===== src/sv/mlfq_pkg.sv =====
`timescale 1ns / 1ps

package mlfq_pkg;

   // Defaults for the top-level parameters.
   localparam int NUM_TASKS_DEF  = 16;
   localparam int NUM_LEVELS_DEF = 4;

   // The base slice register.
   localparam int                BASE_W     = 4;
   localparam logic [BASE_W-1:0] BASE_RESET = 4'd2;

   // Operation codes carried by a request.
   typedef enum logic [1:0] {
      MODE_ENQ  = 2'd0,
      MODE_DEQ  = 2'd1,
      MODE_PICK = 2'd2,
      MODE_TICK = 2'd3
   } mode_type;

   // Sequencer states.
   typedef enum logic [3:0] {
      S_IDLE,
      S_INFO,
      S_ESCAN_A,
      S_ESCAN_B,
      S_ESCAN_C,
      S_ISHIFT_A,
      S_ISHIFT_B,
      S_DSCAN_A,
      S_DSCAN_B,
      S_DSHIFT_A,
      S_DSHIFT_B,
      S_HEAD,
      S_DONE
   } state_type;

endpackage


===== src/sv/mlfq_ready_queue_scheduler.sv =====
`timescale 1ns / 1ps

// Ready queue for NUM_TASKS tasks over NUM_LEVELS priority levels, kept as one
// list ordered by level as tasks are enqueued and FIFO within a level; a tick
// does not reorder it. A request on the req_ channel carries an operation
// (enqueue, dequeue, pick, tick), a task id and a fresh flag. Every request
// gives exactly one response on the rsp_ channel, which reports the head of
// the list, the queue length, the addressed task's level, and the reschedule
// and error flags. The base slice is to be written through csr_we and csr_wdata
// only while the block is idle; the block itself does not enforce this.
// A request is first read from the task table and then works through the order
// memory one entry at a time, with one read port. An enqueue in front of place
// k of a list of n reads k+1 entries and moves the n-k entries behind it; an
// append reads all n entries, and a dequeue scans to the task and moves the
// entries behind it. The longest request is an enqueue one place before the
// tail of a list of 15.
// req_ready is high only while the sequencer is idle.
// The response sits in an output register; while the receiver stalls, the next
// request is still taken and worked on, and waits at its end for that register.
// Reset empties the list, puts every task at level 0 with an empty slice, sets
// the base slice to 2 and drops rsp_valid. No clearing pass is needed.
module mlfq_ready_queue_scheduler #(
   parameter int NUM_TASKS  = mlfq_pkg::NUM_TASKS_DEF,
   parameter int NUM_LEVELS = mlfq_pkg::NUM_LEVELS_DEF
) (
   input  logic                       clock,
   input  logic                       reset,
   input  logic                       csr_we,
   input  logic [mlfq_pkg::BASE_W-1:0] csr_wdata,
   input  logic                       req_valid,
   output logic                       req_ready,
   input  logic [1:0]                 req_mode,
   input  logic [3:0]                 req_task_id,
   input  logic                       req_fresh,
   output logic                       rsp_valid,
   input  logic                       rsp_ready,
   output logic                       rsp_pick_valid,
   output logic [3:0]                 rsp_picked_task,
   output logic                       rsp_resched,
   output logic                       rsp_error,
   output logic [4:0]                 rsp_queued_count,
   output logic [1:0]                 rsp_task_level
);

   import mlfq_pkg::*;

   localparam int IW = $clog2(NUM_TASKS);
   localparam int CW = $clog2(NUM_TASKS + 1);
   localparam int LW = $clog2(NUM_LEVELS);
   localparam int SW = BASE_W + NUM_LEVELS - 1;
   localparam int TW = LW + SW;

   // Memories: the ordered list and the per-task level and slice.
   logic [IW-1:0] order_mem [NUM_TASKS];
   logic [TW-1:0] info_mem  [NUM_TASKS];

   // Configuration and queue state.
   logic [BASE_W-1:0]    base_ff;
   logic [CW-1:0]        len_ff, len_in;
   logic [NUM_TASKS-1:0] queued_ff, queued_in;
   logic [NUM_TASKS-1:0] info_vld_ff, info_vld_in;

   // Sequencer.
   state_type     state_ff, state_in;
   logic [CW-1:0] i_ff, i_in;
   logic [CW-1:0] pos_ff, pos_in;

   // Latched request and working results.
   mode_type      mode_ff;
   logic [3:0]    tid_ff;
   logic          fresh_ff;
   logic [LW-1:0] lvl_ff, lvl_in;
   logic          resched_ff, resched_in;
   logic          err_ff, err_in;

   // Memory ports.
   logic [IW-1:0] order_raddr, order_waddr, order_wdata;
   logic          order_we;
   logic [IW-1:0] order_rd_ff;
   logic [IW-1:0] info_raddr, info_waddr;
   logic [TW-1:0] info_wdata;
   logic          info_we;
   logic [TW-1:0] info_rd_ff;
   logic          info_vld_rd_ff;

   // Response register.
   logic          rsp_valid_ff, rsp_valid_in;
   logic          rsp_pick_valid_ff;
   logic [3:0]    rsp_picked_task_ff;
   logic          rsp_resched_ff;
   logic          rsp_error_ff;
   logic [4:0]    rsp_queued_count_ff;
   logic [1:0]    rsp_task_level_ff;
   logic          rsp_load;

   // Helpers decoded from the latched request and the table read.
   logic [IW-1:0] tid_idx;
   logic          in_range;
   logic          req_xfer;
   logic [LW-1:0] cur_lvl;
   logic [SW-1:0] cur_slc;
   logic [LW-1:0] enq_lvl, tick_lvl;
   logic [SW-1:0] enq_slc, tick_slc, tick_dec;

   assign req_xfer = req_valid && req_ready;
   assign tid_idx  = IW'(tid_ff);
   assign in_range = 32'(tid_ff) < NUM_TASKS;

   // An entry never written reads as level 0 with an empty slice.
   assign cur_lvl = info_vld_rd_ff ? info_rd_ff[TW-1:SW] : '0;
   assign cur_slc = info_vld_rd_ff ? info_rd_ff[SW-1:0]  : '0;

   // Enqueue: a fresh task restarts at level 0, an empty slice is reloaded.
   always_comb begin
      enq_lvl = fresh_ff ? '0 : cur_lvl;
      enq_slc = fresh_ff ? '0 : cur_slc;
      if (enq_slc == '0) begin
         enq_slc = SW'(base_ff) << enq_lvl;
      end
   end

   // Tick: count the slice down; an exhausted slice demotes and reloads.
   assign tick_dec = (cur_slc != '0) ? cur_slc - SW'(1) : '0;

   always_comb begin
      tick_lvl = cur_lvl;
      tick_slc = tick_dec;
      if (tick_dec == '0) begin
         if (cur_lvl < LW'(NUM_LEVELS - 1)) begin
            tick_lvl = cur_lvl + LW'(1);
         end
         tick_slc = SW'(base_ff) << tick_lvl;
      end
   end

   // Sequencer next state and memory controls.
   always_comb begin
      state_in    = state_ff;
      i_in        = i_ff;
      pos_in      = pos_ff;
      len_in      = len_ff;
      queued_in   = queued_ff;
      info_vld_in = info_vld_ff;
      lvl_in      = lvl_ff;
      resched_in  = resched_ff;
      err_in      = err_ff;
      order_raddr = '0;
      order_we    = 1'b0;
      order_waddr = '0;
      order_wdata = '0;
      info_raddr  = tid_idx;
      info_we     = 1'b0;
      info_waddr  = tid_idx;
      info_wdata  = '0;
      rsp_load    = 1'b0;
      req_ready   = 1'b0;

      unique case (state_ff)
         S_IDLE: begin
            req_ready  = 1'b1;
            info_raddr = IW'(req_task_id);
            if (req_valid) begin
               resched_in = 1'b0;
               err_in     = 1'b0;
               lvl_in     = '0;
               i_in       = '0;
               state_in   = S_INFO;
            end
         end

         S_INFO: begin
            state_in = S_HEAD;
            unique case (mode_ff)
               MODE_ENQ: begin
                  if (!in_range) begin
                     err_in = 1'b1;
                  end else if (queued_ff[tid_idx] || len_ff >= CW'(NUM_TASKS)) begin
                     err_in = 1'b1;
                     lvl_in = cur_lvl;
                  end else begin
                     info_we              = 1'b1;
                     info_wdata           = {enq_lvl, enq_slc};
                     info_vld_in[tid_idx] = 1'b1;
                     lvl_in               = enq_lvl;
                     state_in             = S_ESCAN_A;
                  end
               end
               MODE_DEQ: begin
                  if (!in_range) begin
                     err_in = 1'b1;
                  end else begin
                     lvl_in = cur_lvl;
                     if (!queued_ff[tid_idx]) begin
                        err_in = 1'b1;
                     end else begin
                        state_in = S_DSCAN_A;
                     end
                  end
               end
               MODE_PICK: begin
                  lvl_in = '0;
               end
               MODE_TICK: begin
                  if (in_range) begin
                     info_we              = 1'b1;
                     info_wdata           = {tick_lvl, tick_slc};
                     info_vld_in[tid_idx] = 1'b1;
                     lvl_in               = tick_lvl;
                     resched_in           = (tick_dec == '0);
                  end
               end
            endcase
         end

         // Find the first queued task whose level number is greater than the new one's.
         S_ESCAN_A: begin
            order_raddr = i_ff[IW-1:0];
            if (i_ff == len_ff) begin
               pos_in   = i_ff;
               state_in = S_ISHIFT_A;
            end else begin
               state_in = S_ESCAN_B;
            end
         end

         S_ESCAN_B: begin
            info_raddr = order_rd_ff;
            state_in   = S_ESCAN_C;
         end

         S_ESCAN_C: begin
            if (cur_lvl > lvl_ff) begin
               pos_in   = i_ff;
               i_in     = len_ff;
               state_in = S_ISHIFT_A;
            end else begin
               i_in     = i_ff + CW'(1);
               state_in = S_ESCAN_A;
            end
         end

         // Move the tail back one place, then write the new task.
         S_ISHIFT_A: begin
            order_raddr = IW'(i_ff - CW'(1));
            if (i_ff == pos_ff) begin
               order_we           = 1'b1;
               order_waddr        = pos_ff[IW-1:0];
               order_wdata        = tid_idx;
               len_in             = len_ff + CW'(1);
               queued_in[tid_idx] = 1'b1;
               state_in           = S_HEAD;
            end else begin
               state_in = S_ISHIFT_B;
            end
         end

         S_ISHIFT_B: begin
            order_we    = 1'b1;
            order_waddr = i_ff[IW-1:0];
            order_wdata = order_rd_ff;
            i_in        = i_ff - CW'(1);
            state_in    = S_ISHIFT_A;
         end

         // Find the task to remove.
         S_DSCAN_A: begin
            order_raddr = i_ff[IW-1:0];
            if (i_ff == len_ff) begin
               queued_in[tid_idx] = 1'b0;
               state_in           = S_HEAD;
            end else begin
               state_in = S_DSCAN_B;
            end
         end

         S_DSCAN_B: begin
            if (order_rd_ff == tid_idx) begin
               state_in = S_DSHIFT_A;
            end else begin
               i_in     = i_ff + CW'(1);
               state_in = S_DSCAN_A;
            end
         end

         // Move the tail forward one place over the removed task.
         S_DSHIFT_A: begin
            order_raddr = IW'(i_ff + CW'(1));
            if (i_ff + CW'(1) == len_ff) begin
               len_in             = len_ff - CW'(1);
               queued_in[tid_idx] = 1'b0;
               state_in           = S_HEAD;
            end else begin
               state_in = S_DSHIFT_B;
            end
         end

         S_DSHIFT_B: begin
            order_we    = 1'b1;
            order_waddr = i_ff[IW-1:0];
            order_wdata = order_rd_ff;
            i_in        = i_ff + CW'(1);
            state_in    = S_DSHIFT_A;
         end

         // Read the head of the list for the response.
         S_HEAD: begin
            order_raddr = '0;
            state_in    = S_DONE;
         end

         S_DONE: begin
            order_raddr = '0;
            if (!rsp_valid_ff || rsp_ready) begin
               rsp_load = 1'b1;
               state_in = S_IDLE;
            end
         end

         default: begin
            state_in = S_IDLE;
         end
      endcase
   end

   assign rsp_valid_in = rsp_load || (rsp_valid_ff && !rsp_ready);

   // Control state.
   always_ff @(posedge clock) begin
      if (reset) begin
         state_ff     <= S_IDLE;
         base_ff      <= BASE_RESET;
         len_ff       <= '0;
         queued_ff    <= '0;
         info_vld_ff  <= '0;
         rsp_valid_ff <= 1'b0;
      end else begin
         state_ff     <= state_in;
         len_ff       <= len_in;
         queued_ff    <= queued_in;
         info_vld_ff  <= info_vld_in;
         rsp_valid_ff <= rsp_valid_in;
         if (csr_we) begin
            base_ff <= csr_wdata;
         end
      end
   end

   // Working registers and the latched request.
   always_ff @(posedge clock) begin
      i_ff       <= i_in;
      pos_ff     <= pos_in;
      lvl_ff     <= lvl_in;
      resched_ff <= resched_in;
      err_ff     <= err_in;
      if (req_xfer) begin
         mode_ff  <= mode_type'(req_mode);
         tid_ff   <= req_task_id;
         fresh_ff <= req_fresh;
      end
   end

   // Memories with registered reads.
   always_ff @(posedge clock) begin
      if (order_we) begin
         order_mem[order_waddr] <= order_wdata;
      end
      order_rd_ff <= order_mem[order_raddr];
   end

   always_ff @(posedge clock) begin
      if (info_we) begin
         info_mem[info_waddr] <= info_wdata;
      end
      info_rd_ff     <= info_mem[info_raddr];
      info_vld_rd_ff <= info_vld_ff[info_raddr];
   end

   // Response register, loaded once per transfer.
   always_ff @(posedge clock) begin
      if (rsp_load) begin
         rsp_pick_valid_ff   <= (len_ff != '0);
         rsp_picked_task_ff  <= (len_ff != '0) ? 4'(order_rd_ff) : 4'd0;
         rsp_resched_ff      <= resched_ff;
         rsp_error_ff        <= err_ff;
         rsp_queued_count_ff <= 5'(len_ff);
         rsp_task_level_ff   <= 2'(lvl_ff);
      end
   end

   assign rsp_valid        = rsp_valid_ff;
   assign rsp_pick_valid   = rsp_pick_valid_ff;
   assign rsp_picked_task  = rsp_picked_task_ff;
   assign rsp_resched      = rsp_resched_ff;
   assign rsp_error        = rsp_error_ff;
   assign rsp_queued_count = rsp_queued_count_ff;
   assign rsp_task_level   = rsp_task_level_ff;

endmodule


===== config.mk =====
export PLATFORM = sky130hd
export DESIGN_NAME = mlfq_ready_queue_scheduler
export DESIGN_NICKNAME = d
export VERILOG_FILES = /design/src/sv/mlfq_pkg.sv /design/src/sv/mlfq_ready_queue_scheduler.sv
export SDC_FILE = /design/constraint.sdc
export NUM_CORES = 1
export LEC_CHECK = 0
export ABC_CLOCK_PERIOD_IN_PS = 5360
export BUFFER_PORTS_ARGS = -buffer_cell sky130_fd_sc_hd__clkbuf_2
export CAP_MARGIN = 10
export CORE_AREA = 10 10 179 181
export DETAILED_ROUTE_END_ITERATION = 7
export DIE_AREA = 0 0 189 191
export PLACE_DENSITY = 0.66
export SLEW_MARGIN = 10
export SYNTH_ARGS = -nofsm -noshare
export SYNTH_HDL_FRONTEND = slang
export SYNTH_SLANG_ARGS = --single-unit

===== constraint.sdc =====
create_clock -name clock -period 5.36 [get_ports clock]
set_input_delay 1.072 -clock clock [delete_from_list [all_inputs] [get_ports clock]]
set_output_delay 1.072 -clock clock [all_outputs]
set_load 0.02 [all_outputs]

==> results.toml <==
[finish]
area_delta_synth_final_pct = 10.42
final_common_cell = "edfxtp_1"
num_antenna_cells = 0
final_layout_size_suffix_gt1_share_pct = 11.96
ff_latch_area_um2 = 8498
final_util_pct = 53.60
multi_input_area_um2 = 4956
final_area_um2 = 15260
final_cell_mix = "243 x edfxtp_1, 93 x nor2_1, 89 x mux2i_1, 61 x nand2_1"
final_nets = 1133
fillers = 2407

[power]
vdd_drop_max_uv = 298.3
p_leak_nw = 5.067
power_density_nw_per_um2 = 491.2

[timing]
rsz0062_at_grt = "no"
max_freq_ghz = 0.2565
fin_skew_ns = 0.02427
setup_violations = 0
min_period_ns = 3.899
hold_violations = 0
tns_ns = 0
period_share_pct = 72.75
slew_headroom_pct = 23.33
slew_viol_final = 0
worstMarginPinSlew_ns = 1.150
holdWs_ns = 0.4312

[worst_setup_path]
worstSetupPathType = "reg2reg"
cp_slowest_cell = "o32ai_2"
crit_chain = "mux4_1, mux2_2, o2bb2ai_2, nand2_1, o32ai_2"
max_stage_delay_ns = 1.01
required_ns = 5.56
r2r_cells = 5
r2r_slack_ns = 1.46
crit_path_max_fanout = 21
critPathCaptureType = "register"
startpoint_type = "register"
crit_arrival_ns = 4.10

[logic_synthesis]
netlist_area_um2 = 13820
synth_edf_count = 243
yosys_warnings = 0
synth_ff_type = "edfxtp_1"
synth.net_count = 1121
synth-async-reset-ratio_pct = 0
ys_ff_latch = 303
syn_avg_cell_area_um2 = 12.64
ys_types = 78
ys_seq_area_share_pct = 61.49
synth_cells = 1093

[global_route]
grt_pass1_wl_mm = 50.38
antenna_found_initial = 0
overflow = 0
grt_pass1_vias = 8557
grt_use_total_pct = 17.36
grt_max_degree = 52

[routing]
num_vias = 9097
vias_per_cell = 6.013
wl_mm = 31.67
drc_errors = 0
dr_wl_met3_mm = 2.395
wl_met2_mm = 13.96
drtIter0Drc = 1296
wl_met1_mm = 14.87
ant_nets = 0
top_layer = "met4"
dr.pass1.iters = 5
wire_per_inst_um = 20.93

[run]
drv_cap = 0

[clock_network]
clockBufferDepth = 3
cts_sinks = 303
cts_hold_buffers = 0
clkTransAtPathRegs_ns = 0.06
htree_levels = 1
cts-root-buf = "clkbuf_16"
cts_tree = "built"
numCtsBuffers = 30
postCtsResizedCells = 0
clkLatencyLatePin_ns = 0.57
postCtsSetupBuffers = 0

[floorplanning]
start_util_pct = 48.55
core_area_um2 = 28470
top_level_ports = 32
dieWidth_um = 189
placementRows = 62
die-height_um = 191
die_area_um2 = 36100

[outcome]
outcome = "finished, final reports clean"

[placement]
dp_hpwl_mm = 21.57
routabilityCongestion = 0.8915
io_buffers = 31
placed_cell_area_um2 = 14320

[hold_path]
hold_path_class = "reg2reg"
hold_depth = 0
==> stage by stage <==
| stage | worst slack (ns) | cells | power (W) |
|---|---|---|---|
| after global placement | 1.677 | 1457 | 0.005505 |
| after global routing | 1.303 | 1513 | 0.007894 |
| after CTS | 1.554 | 1513 | 0.007492 |
| final | 1.461 | 1513 | 0.007496 |
| after floorplan | 2.128 | 1093 | 0.004897 |
| after detailed placement | 1.590 | 1457 | 0.005516 |
==> state kept, by name (all words and copies together) (netlist names), 5 cells and up, named ones only <==
signal,cells
i_ff,5
info_mem,144
info_rd_ff,9
info_vld_ff,16
len_ff,5
order_mem,64
pos_ff,5
rsp_queued_count,5
==> report_power, final <==
part | switching, W | internal (W) | leakage (nW) | total (W)
logic | 0.00143 | 0.000983 | 2.08 | 0.00242
clock network | 0.000891 | 0.00109 | 0.450 | 0.00198
registers | 0.000357 | 0.00274 | 2.53 | 0.00310
total | 0.00268 | 0.00481 | 5.07 | 0.00750
==> cells by family after synthesis <==
family | after synthesis | share of synthesized area [%]
flip-flops | 303 | 61.49
AND/OR/NAND/NOR | 287 | 10.04
XOR/XNOR | 23 | 1.557
buffers and inverters | 103 | 3.105
multiplexers | 117 | 10.41
AO/OA/AOI/OAI | 248 | 12.26
adder cells (fa/ha/maj) | 12 | 1.141
==> synth_stat cells (all sizes together) (16+ instances only) <==
cell | instances | area share [%]
o21ai | 28 | 1.0
mux4 | 20 | 3.3
nor3 | 17 | 0.62
nor2 | 94 | 2.6
dfxtp | 60 | 8.7
a211oi | 18 | 0.98
mux2i | 89 | 6.4
a21oi | 46 | 1.7
edfxtp | 243 | 53
nor2b | 22 | 1.0
nand2 | 61 | 1.7
o22ai | 60 | 2.7
nand3 | 27 | 0.98
clkbuf | 39 | 1.1
buf | 23 | 0.93
inv | 40 | 1.1
a22oi | 16 | 0.87
==> per-layer routing <==
metal,up-vias,track usage (%)
met5,-,0
met4,0,3.846
met3,36,2.934
met2,336,25.50
met1,4498,26.33
li1,4227,-
==> path summary, 6_finish.rpt <==
check | endpoint | from
worst max-delay path | info_mem[0][5]$_DFFE_PP_ | info_waddr[1]$_DFFE_PP_
worst min-delay path | rsp_error$_DFFE_PP_ | err_ff$_DFFE_PP_
worst max register to register | info_mem[0][5]$_DFFE_PP_ | info_waddr[1]$_DFFE_PP_
worst min register to register | rsp_error$_DFFE_PP_ | err_ff$_DFFE_PP_
==> area by class of cell <==
cell class	instances	share of cell area (%)
Timing Repair Buffer	42	1.558
Clock inverter	21	1.082
Clock buffer	35	5.042
Inverter	41	1.008
Tap cell	384	3.148
Multi-Input combinational cell	687	32.48
Sequential cell	303	55.69
==> worst max-delay path: cells and delay by family (launching register included) <==
family / cells / cell delay [ns]
AO/OA/AOI/OAI: 2 / 1.44
flip-flops: 1 / 0.89
multiplexers: 2 / 0.96
AND/OR/NAND/NOR: 1 / 0.24
Note: power is estimated with default switching activity, not from simulation.
